### src/rtl/core/icfmt_pkg.sv
// Package for the integer to ASCII formatter.
// Item types, request codes, controller/datapath command and status bundles,
// and the character tables. Used by every module of the block.
package icfmt_pkg;

    localparam logic [2:0] REQ_SDEC = 3'd0;
    localparam logic [2:0] REQ_UDEC = 3'd1;
    localparam logic [2:0] REQ_HEXL = 3'd2;
    localparam logic [2:0] REQ_HEXU = 3'd3;
    localparam logic [2:0] REQ_PTR  = 3'd4;

    localparam int NUM_NIBBLES = 16;
    localparam int DEC_DIGITS  = 10;
    localparam int CONV_STEPS  = 8;   // four bits per step
    localparam int MAX_CHARS   = 18;

    localparam logic [2:0] PRE_LEN_MINUS = 3'd1;
    localparam logic [2:0] PRE_LEN_HEX   = 3'd2;
    localparam logic [2:0] PRE_LEN_NIL   = 3'd5;

    typedef struct packed {
        logic [2:0]  req_type;
        logic [63:0] value;
        logic        with_prefix;
    } in_item_t;

    typedef struct packed {
        logic [7:0] char_code;
        logic       last_char;
        logic [4:0] char_count;
    } out_item_t;

    typedef enum logic [1:0] {
        PRE_NONE,
        PRE_MINUS,
        PRE_HEX,
        PRE_NIL
    } pre_kind_t;

    typedef struct packed {
        logic load;
        logic conv_step;
        logic size;
        logic emit_pre;
        logic emit_dig;
    } cmd_t;

    typedef struct packed {
        logic in_ok;
        logic in_dec;
        logic conv_last;
        logic has_pre;
        logic has_dig;
        logic pre_last;
        logic dig_last;
        logic out_free;
    } status_t;

    function automatic logic [7:0] digit_char(input logic [3:0] nib, input logic upper);
        logic [7:0] code;
        if (nib < 4'd10)
        begin
            code = 8'h30 + {4'h0, nib};
        end
        else if (upper)
        begin
            code = 8'h37 + {4'h0, nib};
        end
        else
        begin
            code = 8'h57 + {4'h0, nib};
        end
        return code;
    endfunction

    function automatic logic [7:0] pre_char(input pre_kind_t kind, input logic [2:0] idx);
        logic [7:0] code;
        code = 8'h3f;
        case (kind)
            PRE_MINUS: code = 8'h2d;
            PRE_HEX:   code = (idx == 3'd0) ? 8'h30 : 8'h78;
            PRE_NIL:
            begin
                case (idx)
                    3'd0:    code = 8'h28;
                    3'd1:    code = 8'h6e;
                    3'd2:    code = 8'h69;
                    3'd3:    code = 8'h6c;
                    default: code = 8'h29;
                endcase
            end
            default:   code = 8'h3f;
        endcase
        return code;
    endfunction

endpackage

### src/rtl/core/icfmt_dp.sv
// Datapath of the integer to ASCII formatter: operand and digit registers,
// shift-and-add-3 decimal converter, digit sizing and the output register.
// Depends on icfmt_pkg.
module icfmt_dp (
    input  logic                clk,
    input  logic                rst_n,
    input  icfmt_pkg::in_item_t in_item,
    input  icfmt_pkg::cmd_t     cmd,
    output icfmt_pkg::status_t  st,
    output logic                out_valid,
    input  logic                out_stall,
    output icfmt_pkg::out_item_t out_item
);

    logic [63:0]              dig_reg, dig_next;
    logic [31:0]              bin_reg, bin_next;
    logic [2:0]               conv_cnt_reg, conv_cnt_next;
    logic                     upper_reg, upper_next;
    logic                     nil_reg, nil_next;
    icfmt_pkg::pre_kind_t     kind_reg, kind_next;
    logic [2:0]               pre_len_reg, pre_len_next;
    logic [2:0]               pre_idx_reg, pre_idx_next;
    logic [3:0]               idx_reg, idx_next;
    logic [4:0]               total_reg, total_next;
    logic                     out_valid_reg, out_valid_next;
    icfmt_pkg::out_item_t     out_reg, out_next;

    logic [31:0] low;
    logic [31:0] mag;
    logic        neg;
    logic [39:0] bcd_step;
    logic [31:0] bin_step;
    logic [4:0]  ndig;
    logic        pre_last;
    logic        dig_last;

    assign low = in_item.value[31:0];
    assign neg = (in_item.req_type == icfmt_pkg::REQ_SDEC) && low[31];
    // The most negative value negates to itself, which reads correctly as unsigned.
    assign mag = neg ? (32'd0 - low) : low;

    // Four shift-and-add-3 steps per cycle on the ten BCD digits.
    always_comb
    begin
        logic [39:0] b;
        logic [31:0] s;
        b = dig_reg[39:0];
        s = bin_reg;
        for (int k = 0; k < 4; k++)
        begin
            for (int d = 0; d < icfmt_pkg::DEC_DIGITS; d++)
            begin
                if (b[d*4 +: 4] >= 4'd5)
                begin
                    b[d*4 +: 4] = b[d*4 +: 4] + 4'd3;
                end
            end
            b = {b[38:0], s[31]};
            s = {s[30:0], 1'b0};
        end
        bcd_step = b;
        bin_step = s;
    end

    // Number of significant digits, at least one.
    always_comb
    begin
        ndig = 5'd1;
        for (int i = 0; i < icfmt_pkg::NUM_NIBBLES; i++)
        begin
            if (dig_reg[i*4 +: 4] != 4'd0)
            begin
                ndig = 5'(i + 1);
            end
        end
    end

    assign pre_last = (pre_idx_reg == (pre_len_reg - 3'd1));
    assign dig_last = (idx_reg == 4'd0);

    always_comb
    begin
        dig_next      = dig_reg;
        bin_next      = bin_reg;
        conv_cnt_next = conv_cnt_reg;
        upper_next    = upper_reg;
        nil_next      = nil_reg;
        kind_next     = kind_reg;
        pre_len_next  = pre_len_reg;
        pre_idx_next  = pre_idx_reg;
        idx_next      = idx_reg;
        total_next    = total_reg;
        out_next      = out_reg;
        out_valid_next = out_valid_reg && out_stall;

        if (cmd.load)
        begin
            conv_cnt_next = 3'd0;
            upper_next    = (in_item.req_type == icfmt_pkg::REQ_HEXU);
            nil_next      = 1'b0;
            kind_next     = icfmt_pkg::PRE_NONE;
            pre_len_next  = 3'd0;
            bin_next      = mag;
            case (in_item.req_type)
                icfmt_pkg::REQ_SDEC, icfmt_pkg::REQ_UDEC:
                begin
                    dig_next = 64'd0;
                    if (neg)
                    begin
                        kind_next    = icfmt_pkg::PRE_MINUS;
                        pre_len_next = icfmt_pkg::PRE_LEN_MINUS;
                    end
                end
                icfmt_pkg::REQ_PTR:
                begin
                    dig_next = in_item.value;
                    if (in_item.value == 64'd0)
                    begin
                        nil_next     = 1'b1;
                        kind_next    = icfmt_pkg::PRE_NIL;
                        pre_len_next = icfmt_pkg::PRE_LEN_NIL;
                    end
                    else if (in_item.with_prefix)
                    begin
                        kind_next    = icfmt_pkg::PRE_HEX;
                        pre_len_next = icfmt_pkg::PRE_LEN_HEX;
                    end
                end
                default:
                begin
                    dig_next = {32'd0, low};
                end
            endcase
        end

        if (cmd.conv_step)
        begin
            dig_next      = {24'd0, bcd_step};
            bin_next      = bin_step;
            conv_cnt_next = conv_cnt_reg + 3'd1;
        end

        if (cmd.size)
        begin
            pre_idx_next = 3'd0;
            idx_next     = 4'(ndig - 5'd1);
            total_next   = nil_reg ? {2'b00, pre_len_reg} : ({2'b00, pre_len_reg} + ndig);
        end

        if (cmd.emit_pre)
        begin
            pre_idx_next        = pre_idx_reg + 3'd1;
            out_valid_next      = 1'b1;
            out_next.char_code  = icfmt_pkg::pre_char(kind_reg, pre_idx_reg);
            out_next.last_char  = pre_last && nil_reg;
            out_next.char_count = (pre_last && nil_reg) ? total_reg : 5'd0;
        end

        if (cmd.emit_dig)
        begin
            idx_next            = idx_reg - 4'd1;
            out_valid_next      = 1'b1;
            out_next.char_code  = icfmt_pkg::digit_char(dig_reg[idx_reg*4 +: 4], upper_reg);
            out_next.last_char  = dig_last;
            out_next.char_count = dig_last ? total_reg : 5'd0;
        end
    end

    always_ff @(posedge clk or negedge rst_n)
    begin
        if (!rst_n)
        begin
            out_valid_reg <= 1'b0;
            conv_cnt_reg  <= 3'd0;
        end
        else
        begin
            out_valid_reg <= out_valid_next;
            conv_cnt_reg  <= conv_cnt_next;
        end
    end

    always_ff @(posedge clk)
    begin
        dig_reg     <= dig_next;
        bin_reg     <= bin_next;
        upper_reg   <= upper_next;
        nil_reg     <= nil_next;
        kind_reg    <= kind_next;
        pre_len_reg <= pre_len_next;
        pre_idx_reg <= pre_idx_next;
        idx_reg     <= idx_next;
        total_reg   <= total_next;
        out_reg     <= out_next;
    end

    always_comb
    begin
        st.in_ok     = (in_item.req_type <= icfmt_pkg::REQ_PTR);
        st.in_dec    = (in_item.req_type == icfmt_pkg::REQ_SDEC) ||
                       (in_item.req_type == icfmt_pkg::REQ_UDEC);
        st.conv_last = (conv_cnt_reg == 3'(icfmt_pkg::CONV_STEPS - 1));
        st.has_pre   = (pre_len_reg != 3'd0);
        st.has_dig   = !nil_reg;
        st.pre_last  = pre_last;
        st.dig_last  = dig_last;
        st.out_free  = !out_valid_reg || !out_stall;
    end

    assign out_valid = out_valid_reg;
    assign out_item  = out_reg;

    // A number never needs more characters than the longest pointer text.
    a_total_bound: assert property (@(posedge clk) disable iff (!rst_n)
        cmd.size |=> (total_reg <= 5'(icfmt_pkg::MAX_CHARS)))
        else $error("character count beyond maximum");

    // The final digit is always flagged as the last character with its count.
    a_last_digit: assert property (@(posedge clk) disable iff (!rst_n)
        (cmd.emit_dig && dig_last) |=> (out_reg.last_char && out_reg.char_count == total_reg))
        else $error("last digit not flagged");

    // A stalled character stays in place until it is taken.
    a_out_hold: assert property (@(posedge clk) disable iff (!rst_n)
        (out_valid && out_stall) |=> (out_valid && $stable(out_item)))
        else $error("stalled output item changed");

endmodule

### src/rtl/core/icfmt_ctrl.sv
// Controller of the integer to ASCII formatter: sequences load, decimal
// conversion, sizing and character emission. Depends on icfmt_pkg.
module icfmt_ctrl (
    input  logic               clk,
    input  logic               rst_n,
    input  logic               in_valid,
    output logic               in_stall,
    input  icfmt_pkg::status_t st,
    output icfmt_pkg::cmd_t    cmd
);

    typedef enum logic [2:0] {
        S_IDLE,
        S_CONV,
        S_SIZE,
        S_PRE,
        S_DIG
    } state_t;

    state_t state_reg, state_next;

    always_comb
    begin
        state_next = state_reg;
        cmd        = '0;
        case (state_reg)
            S_IDLE:
            begin
                // Items with an undefined type are taken and dropped.
                if (in_valid && st.in_ok)
                begin
                    cmd.load   = 1'b1;
                    state_next = st.in_dec ? S_CONV : S_SIZE;
                end
            end
            S_CONV:
            begin
                cmd.conv_step = 1'b1;
                if (st.conv_last)
                begin
                    state_next = S_SIZE;
                end
            end
            S_SIZE:
            begin
                cmd.size   = 1'b1;
                state_next = st.has_pre ? S_PRE : S_DIG;
            end
            S_PRE:
            begin
                if (st.out_free)
                begin
                    cmd.emit_pre = 1'b1;
                    if (st.pre_last)
                    begin
                        state_next = st.has_dig ? S_DIG : S_IDLE;
                    end
                end
            end
            S_DIG:
            begin
                if (st.out_free)
                begin
                    cmd.emit_dig = 1'b1;
                    if (st.dig_last)
                    begin
                        state_next = S_IDLE;
                    end
                end
            end
            default:
            begin
                state_next = S_IDLE;
            end
        endcase
    end

    always_ff @(posedge clk or negedge rst_n)
    begin
        if (!rst_n)
        begin
            state_reg <= S_IDLE;
        end
        else
        begin
            state_reg <= state_next;
        end
    end

    assign in_stall = (state_reg != S_IDLE);

    a_one_cmd: assert property (@(posedge clk) disable iff (!rst_n)
        $onehot0({cmd.load, cmd.conv_step, cmd.size, cmd.emit_pre, cmd.emit_dig}))
        else $error("more than one datapath command");

    // A character is only written when the output register can take it.
    a_emit_free: assert property (@(posedge clk) disable iff (!rst_n)
        (cmd.emit_pre || cmd.emit_dig) |-> st.out_free)
        else $error("emit into a full output register");

    // Conversion always runs its full length before sizing.
    a_conv_len: assert property (@(posedge clk) disable iff (!rst_n)
        (state_reg == S_SIZE && $past(state_reg) == S_CONV) |-> $past(st.conv_last))
        else $error("conversion cut short");

endmodule

### src/rtl/core/integer_to_ascii_formatter_top.sv
// Integer to ASCII formatter, one number in, one character out per result item.
// A number is taken only while the block is idle. Hex and pointer types go from
// load straight to sizing, while decimal types first pass through an eight-step
// shift-and-add-3 converter handling four bits a step; then one character
// per cycle follows while the output is not stalled, up to 18 characters per
// number. The last character sits in the output register while the next
// number is already taken. Types 5 to 7 are taken and produce nothing.
// Depends on icfmt_pkg, icfmt_ctrl and icfmt_dp.
module integer_to_ascii_formatter_top (
    input  logic                 clk,
    input  logic                 rst_n,
    input  logic                 in_valid,
    output logic                 in_stall,
    input  icfmt_pkg::in_item_t  in_item,
    output logic                 out_valid,
    input  logic                 out_stall,
    output icfmt_pkg::out_item_t out_item
);

    icfmt_pkg::cmd_t    cmd;
    icfmt_pkg::status_t st;

    icfmt_ctrl u_ctrl (
        .clk      (clk),
        .rst_n    (rst_n),
        .in_valid (in_valid),
        .in_stall (in_stall),
        .st       (st),
        .cmd      (cmd)
    );

    icfmt_dp u_dp (
        .clk       (clk),
        .rst_n     (rst_n),
        .in_item   (in_item),
        .cmd       (cmd),
        .st        (st),
        .out_valid (out_valid),
        .out_stall (out_stall),
        .out_item  (out_item)
    );

endmodule
### config.mk
export PLATFORM = sky130hd
export DESIGN_NAME = integer_to_ascii_formatter_top
export DESIGN_NICKNAME = d
export VERILOG_FILES = /design/src/rtl/core/icfmt_pkg.sv /design/src/rtl/core/icfmt_dp.sv /design/src/rtl/core/icfmt_ctrl.sv /design/src/rtl/core/integer_to_ascii_formatter_top.sv
export SDC_FILE = /design/constraint.sdc
export NUM_CORES = 1
export LEC_CHECK = 0
export ABC_AREA = 1
export BUFFER_PORTS_ARGS = -buffer_cell sky130_fd_sc_hd__buf_2
export CORE_UTILIZATION = 60
export DETAILED_ROUTE_END_ITERATION = 12
export GPL_TIMING_DRIVEN = 0
export PLACE_DENSITY = 0.8
export SETUP_SLACK_MARGIN = 0.4
export SYNTH_ARGS = -nofsm -noshare
export SYNTH_HDL_FRONTEND = slang
export SYNTH_SLANG_ARGS = --single-unit
### constraint.sdc
create_clock -name clk -period 5.3 [get_ports clk]
set_clock_uncertainty 0.2 [all_clocks]
set_input_delay 0.53 -clock clk [delete_from_list [all_inputs] [get_ports clk]]
set_output_delay 0.53 -clock clk [all_outputs]
set_load 0.005 [all_outputs]
-- Yosys cells after proc, flatten, opt, wreduce, memory -nomap -nowiden
Cells that the tools add are included.
- flip-flop bits (word level): 136
- input bits: 72
- output and inout bits: 16
- logic and storage cells: 273
- add/sub/neg operators: 50
- order comparisons: 42
- equality and inequality tests: 21
- shift operators: 1
- muxes and demuxes: 105
- reductions and logical operators: 36
- operators with widths (operator ; count):
    4-bit two-way mux ; 46
    4-bit by 3-bit >= comparator with 1-bit output (second input constant) ; 40
    4-bit by 2-bit adder with 4-bit output (second input constant) ; 36
    64-bit one-hot mux with 2 select lines ; 1
    32-bit two-way mux ; 3
    40-bit two-way mux ; 2
    3-bit two-way mux ; 22
    64-bit zero test ; 1
    64-bit by 7-bit indexed part select with 4-bit output ; 1
    4-bit nonzero test ; 15
    1-bit by 32-bit subtractor with 32-bit output (first input constant) ; 1
    14-bit two-way mux ; 2
    7-bit one-hot mux with 4 select lines ; 1
    8-bit one-hot mux with 3 select lines ; 1
    8-bit two-way mux ; 2
    3-bit by 2-bit == test with 1-bit output (second input constant) ; 5
    5-bit two-way mux ; 3
    3-bit one-hot mux with 5 select lines ; 1
    6-bit by 4-bit adder with 7-bit output (first input constant) ; 2
    3-bit by 2-bit adder with 3-bit output (second input constant) ; 4
    1-bit two-way mux ; 12
    2-bit two-way mux ; 6
    3-bit by 1-bit == test with 1-bit output (second input constant) ; 3
    3-bit == test (second input constant) ; 3
    24 further kinds ; 42

-- Longest topological paths before layout
- depth after elaboration: 19
- gate-level depth with buffers: 30

-- Cells and area by module
Synthesis repeated with hierarchy kept, for this count alone.
- cell total of the unflattened synthesis: 1757
- area, all modules: 11951.5 sq um
- by module, submodules not included (module ; instances ; cells each ; area each (sq um) ; seq. area each (sq um)):
    icfmt_dp ; 1 ; 1714 ; 11681.2 ; 3633.5
    icfmt_ctrl ; 1 ; 43 ; 270.3 ; 75.1

-- Worst setup path after synthesis
No wires, ideal clock.
- path kind: input port to flip-flop
- start point: input in_item[65] (netlist name)
- end point: register u_dp.bin_reg[10], enable pin
- library setup time: 458 ps
- data arrival time: 3266 ps
- required time: 4642 ps
- path slack: 1376 ps
- cell stages on the path: 6
- cells stage by stage: o21ai_0 -> nand2_1 -> nor2_1 -> clkinv_1 -> nand2_1 -> clkbuf_1
- longest elaborated chain between the ends: 5
- RTL lines (item ; RTL line ; RTL):
    from (decl) ; integer_to_ascii_formatter_top.sv:14 ; input icfmt_pkg::in_item_t in_item,
    3-bit less-or-equal comparator ; icfmt_dp.sv:199 ; st.in_ok = (in_item.req_type <= icfmt_pkg::REQ_PTR);
    1-bit logical AND ; icfmt_ctrl.sv:30 ; if (in_valid && st.in_ok)
    1-bit two-way mux ; icfmt_ctrl.sv:30 ;
    1-bit two-way mux ; icfmt_ctrl.sv:26 ; case (state_reg)
    2-bit nonzero test (no line) ; -- ;
    to (signal assigned) ; icfmt_dp.sv:186 ; bin_reg <= bin_next;
    to (decl) ; icfmt_dp.sv:16 ; logic [31:0] bin_reg, bin_next;
Every way passes these cells.
A chain may end at the register's enable or synchronous reset.

-- Final worst setup path
- start point: register u_dp.dig_reg[0]
- end point: register u_dp.dig_reg[4], data pin
- longest elaborated chain between the ends: 9
- elaborated cells between the ends (all ways): 13
- those cells by class: add/sub (4); order compare (4); mux (5)
- RTL lines (item ; RTL line ; RTL):
    from (decl) ; icfmt_dp.sv:15 ; logic [63:0] dig_reg, dig_next;
    from (signal assigned) ; icfmt_dp.sv:185 ; dig_reg <= dig_next;
    4-bit by 2-bit adder with 4-bit output / 4-bit by 3-bit >= comparator with 1-bit output (equally long branches) ; icfmt_dp.sv:55, icfmt_dp.sv:53 ;
    4-bit two-way mux (*) ; icfmt_dp.sv:53 ; if (b[d*4 +: 4] >= 4'd5)
    4-bit by 2-bit adder with 4-bit output / 4-bit by 3-bit >= comparator with 1-bit output (equally long branches) ; icfmt_dp.sv:55, icfmt_dp.sv:53 ;
    4-bit two-way mux (*) ; icfmt_dp.sv:53 ;
    4-bit by 2-bit adder with 4-bit output / 4-bit by 3-bit >= comparator with 1-bit output (equally long branches) ; icfmt_dp.sv:55, icfmt_dp.sv:53 ;
    4-bit two-way mux (*) ; icfmt_dp.sv:53 ;
    4-bit by 2-bit adder with 4-bit output / 4-bit by 3-bit >= comparator with 1-bit output (equally long branches) ; icfmt_dp.sv:55, icfmt_dp.sv:53 ;
    4-bit two-way mux (*) ; icfmt_dp.sv:53 ;
    40-bit two-way mux (*) ; icfmt_dp.sv:136 ; if (cmd.conv_step)
    named net u_dp.dig_next[4] ; icfmt_dp.sv:15 ;
The timed path passes the listed nets; every way through them passes the cells marked *.

==> summary.txt <==
Status
  – Status: completed

Route
  – DRC Markers: 0
  – DR pass1 iterations: 6
  – Antenna Nets Post-Route: 0
  – DRT Wirelength: between 30 and 40 mm
  – Initial DRC count: between 1k and 1.5k
  – Vias post-DR: 12.6k
  – WL per Instance: between 15 and 20 um
  – Vias/cell: between 5 and 6

Floorplan
  – Initial core utilization: between 60% and 70%
  – # rows: just over 50
  – Chip Height: 144 um
  – Core box area: roughly 0.02 mm^2
  – Die Area: 0.0207 mm^2
  – I/O pin count: 88
  – Die Span X: 144 um

STA
  – Final hold slack: ~150 ps
  – Final min period: approximately 4200 ps
  – Headroom to the max-slew limit: about a fifth
  – Pins Over Slew Limit: 0
  – RSZ-0062 raised after global routing: no
  – Final hold violation count: 0
  – F_max: ~240 MHz
  – # setup viols final: 0
  – Setup TNS: 0 ps
  – Least-Margin Pin Slew: between 1000 and 1500 ps
  – Period utilization: between 70% and 80%

GRT
  – First-pass GRT wire length: 55.8 mm
  – Gr ovfl total: 0
  – Initial antenna violation count: 0
  – Gr usage total: 35.3%
  – Largest net degree at the start of global routing: 57
  – Vias in the first global route: between 10k and 15k

Clocking
  – H-Tree Depth: 4
  – TritonCTS clock tree: done
  – Clock insertion delay at the later pin of the skew report: ~430 ps
  – Clock tree sinks: 134
  – Inserted Clock Buffers: 17
  – Clock Path Buffers: 2
  – Post-CTS Setup Repair Bufs: 0
  – Reg clk slew, reported paths: about 60 ps
  – Root buffer cell: clkbuf_16

Synth
  – Post-synthesis cell area: 0.0121 mm^2
  – Area contributors post-synth: edfxtp_1 (25%), nand2_1 (15%), inv_1 (8.5%)
  – Adder-Cell Fraction of Synth Area: roughly 7.5%
  – Ys Warns: 0
  – Post-synth top area share: between 20% and 30%
  – Synth Area in Compound Gates: a little over an eighth
  – Post-synth EDFFs: ~100
  – Cells after Synth: 1,793
  – Ys flop type: edfxtp_1
  – Mean Syn Cell Area: around 6.7 um^2
  – Sequential share of the synthesized area: approximately 31%
  – Asr flop ratio synth: roughly 5.2%
  – Yosys reg bits: roughly 130
  – Largest family of logic cells by synthesized area: simple AND/OR/NAND/NOR gates
  – Synth Area in Simple Gates: 35.8%
  – Synth Area in XOR/XNOR: 2.23%
  – Distinct cells, synth: 60
  – Cell taking the most area after synthesis: edfxtp_1
  – Multiplexer area fraction after synthesis: 0%
  – Post-Syn Nets: approximately 1.9k

Min path
  – Beginning of the worst hold path: in_item[43]
  – HP Class: input port to register

Finish
  – Nets: approximately 2.0k
  – Fill count: 1,718
  – Max reg flops: 64
  – Sequential standard cell area: 0.00371 mm^2
  – Layout cell share with drive strength beyond 1: between 10% and 20%
  – Area occupied by multi-input gates: roughly 0.007 mm^2
  – Finished Layout Cells: 2,178
  – Diode count: 0
  – Syn-to-layout area delta: 11.7%

Setup path
  – Crit path arrival time: 4170 ps
  – Worst r2r src: u_dp.dig_reg[0]$_DFFE_PP_
  – Crit path launch: u_dp.dig_reg[0]$_DFFE_PP_
  – Crit-path max cell delay: 410 ps
  – CP max-delay cell: edfxtp_1
  – CP Data Required Time: ~5300 ps
  – Setup crit end kind: register
  – Worst R2R Setup Slack: roughly 1100 ps
  – Crit Path Class: register to register
  – Startpoint types: register
  – Crit-path max FO: 4

Run
  – Max-cap violations: 0

Place
  – Placed cells: roughly 2.1k
  – Hpwl dp: roughly 27 mm
  – Buffers added on ports: 86
  – Routability cong.: approximately 0.93
metrics by stage:
| stage | worst slack (ps) | utilization, % | area (um^2) |
|---|---|---|---|
| final | 1110 | 69.0 | 13500 |
| after global routing | 633 | 69.0 | 13500 |
| after CTS | 1100 | 69.0 | 13500 |
| after detailed placement | 1130 | 65.8 | 12900 |
| after global placement | -394 | 65.6 | 12900 |
| after floorplan | 1380 | - | 12100 |
path summary, 6_finish.rpt:
check                                                         to  cells past startpoint
min in group asynchronous        u_ctrl.state_reg[1]$_DFFE_PN0P_                      2
worst min register to register      u_dp.bin_reg[1]$_SDFFE_PP0P_                      2
max in group asynchronous       u_dp.conv_cnt_reg[1]$_DFFE_PN0P_                      2
worst min-delay path               u_dp.dig_reg[42]$_SDFFE_PP0P_                      3
worst max register to register         u_dp.dig_reg[4]$_DFFE_PP_                     25
worst max-delay path                   u_dp.dig_reg[4]$_DFFE_PP_                     25
what timing repair did:
item,CTS,global route
setup endpoints to repair,0,0
gates resized for setup,0,0
hold buffers,1,0
hold endpoints to repair,7,0
routing by layer:
layer  up-vias  track usage (%)  routed length (um)
li1       6154                -                   -
met1      5736             45.8               14600
met2       613             58.4               16400
met3        88             6.46                3440
met4         0             13.6                1150
met5         -                0                   0
layout by cell type (no fill, tap or decap), types with 38 or more instances in the layout:
master / count
nand2_1: 469
inv_1: 275
nand3_1: 198
o21ai_0: 135
nor2_1: 130
edfxtp_1: 99
buf_2: 90
ha_1: 71
a21oi_1: 65
nand2_2: 38
layout make-up:
type	count	area share, %
inverter	290	8.06
multi-input combinational	1329	52.8
tap	265	2.45
sequential	134	27.5
clock buffer	17	3.15
clock inverter	15	1.37
buffer	40	1.23
timing repair buffer	88	3.46
cell families after synthesis:
kind of cell	after synthesis
adders and majority gates	72
AOI/OAI and AO/OA	283
buffers and inverters	330
DFF	134
other	1
xor gates and xnor gates	21
and+or+nand+nor	952
synth_stat cells (6+ instances only):
cell and n:
nand3b_1 6, o21ai_2 7, ha_1 71, o22ai_1 11, o31ai_1 6, inv_2 13, clkbuf_1 30, nand2_4 11
nand3_1 198, o21ai_0 135, a21oi_1 65, nand3_2 12, xor2_1 13, nor4_1 13, o21ai_1 15, nor3_1 13
and2_1 11, nor2_2 6, dfxtp_1 28, a21oi_2 8, o32ai_1 7, nand2_2 38, nor2_1 130, inv_1 275
edfxtp_1 99, nand4_1 32, nand2_1 469, dfrtp_1 7
critical path: cells and delay by family (launching register included):
kind,cells,cell delay (ps)
AOI/OAI and AO/OA,2,310
adders and majority gates,4,770
DFF,1,410
and+or+nand+nor,11,1230
buffers and inverters,6,510
xor gates and xnor gates,2,510
Power is left out: the tool's default activity adds up to more than one toggle a clock period on the data nets, which glitch-free logic cannot reach.
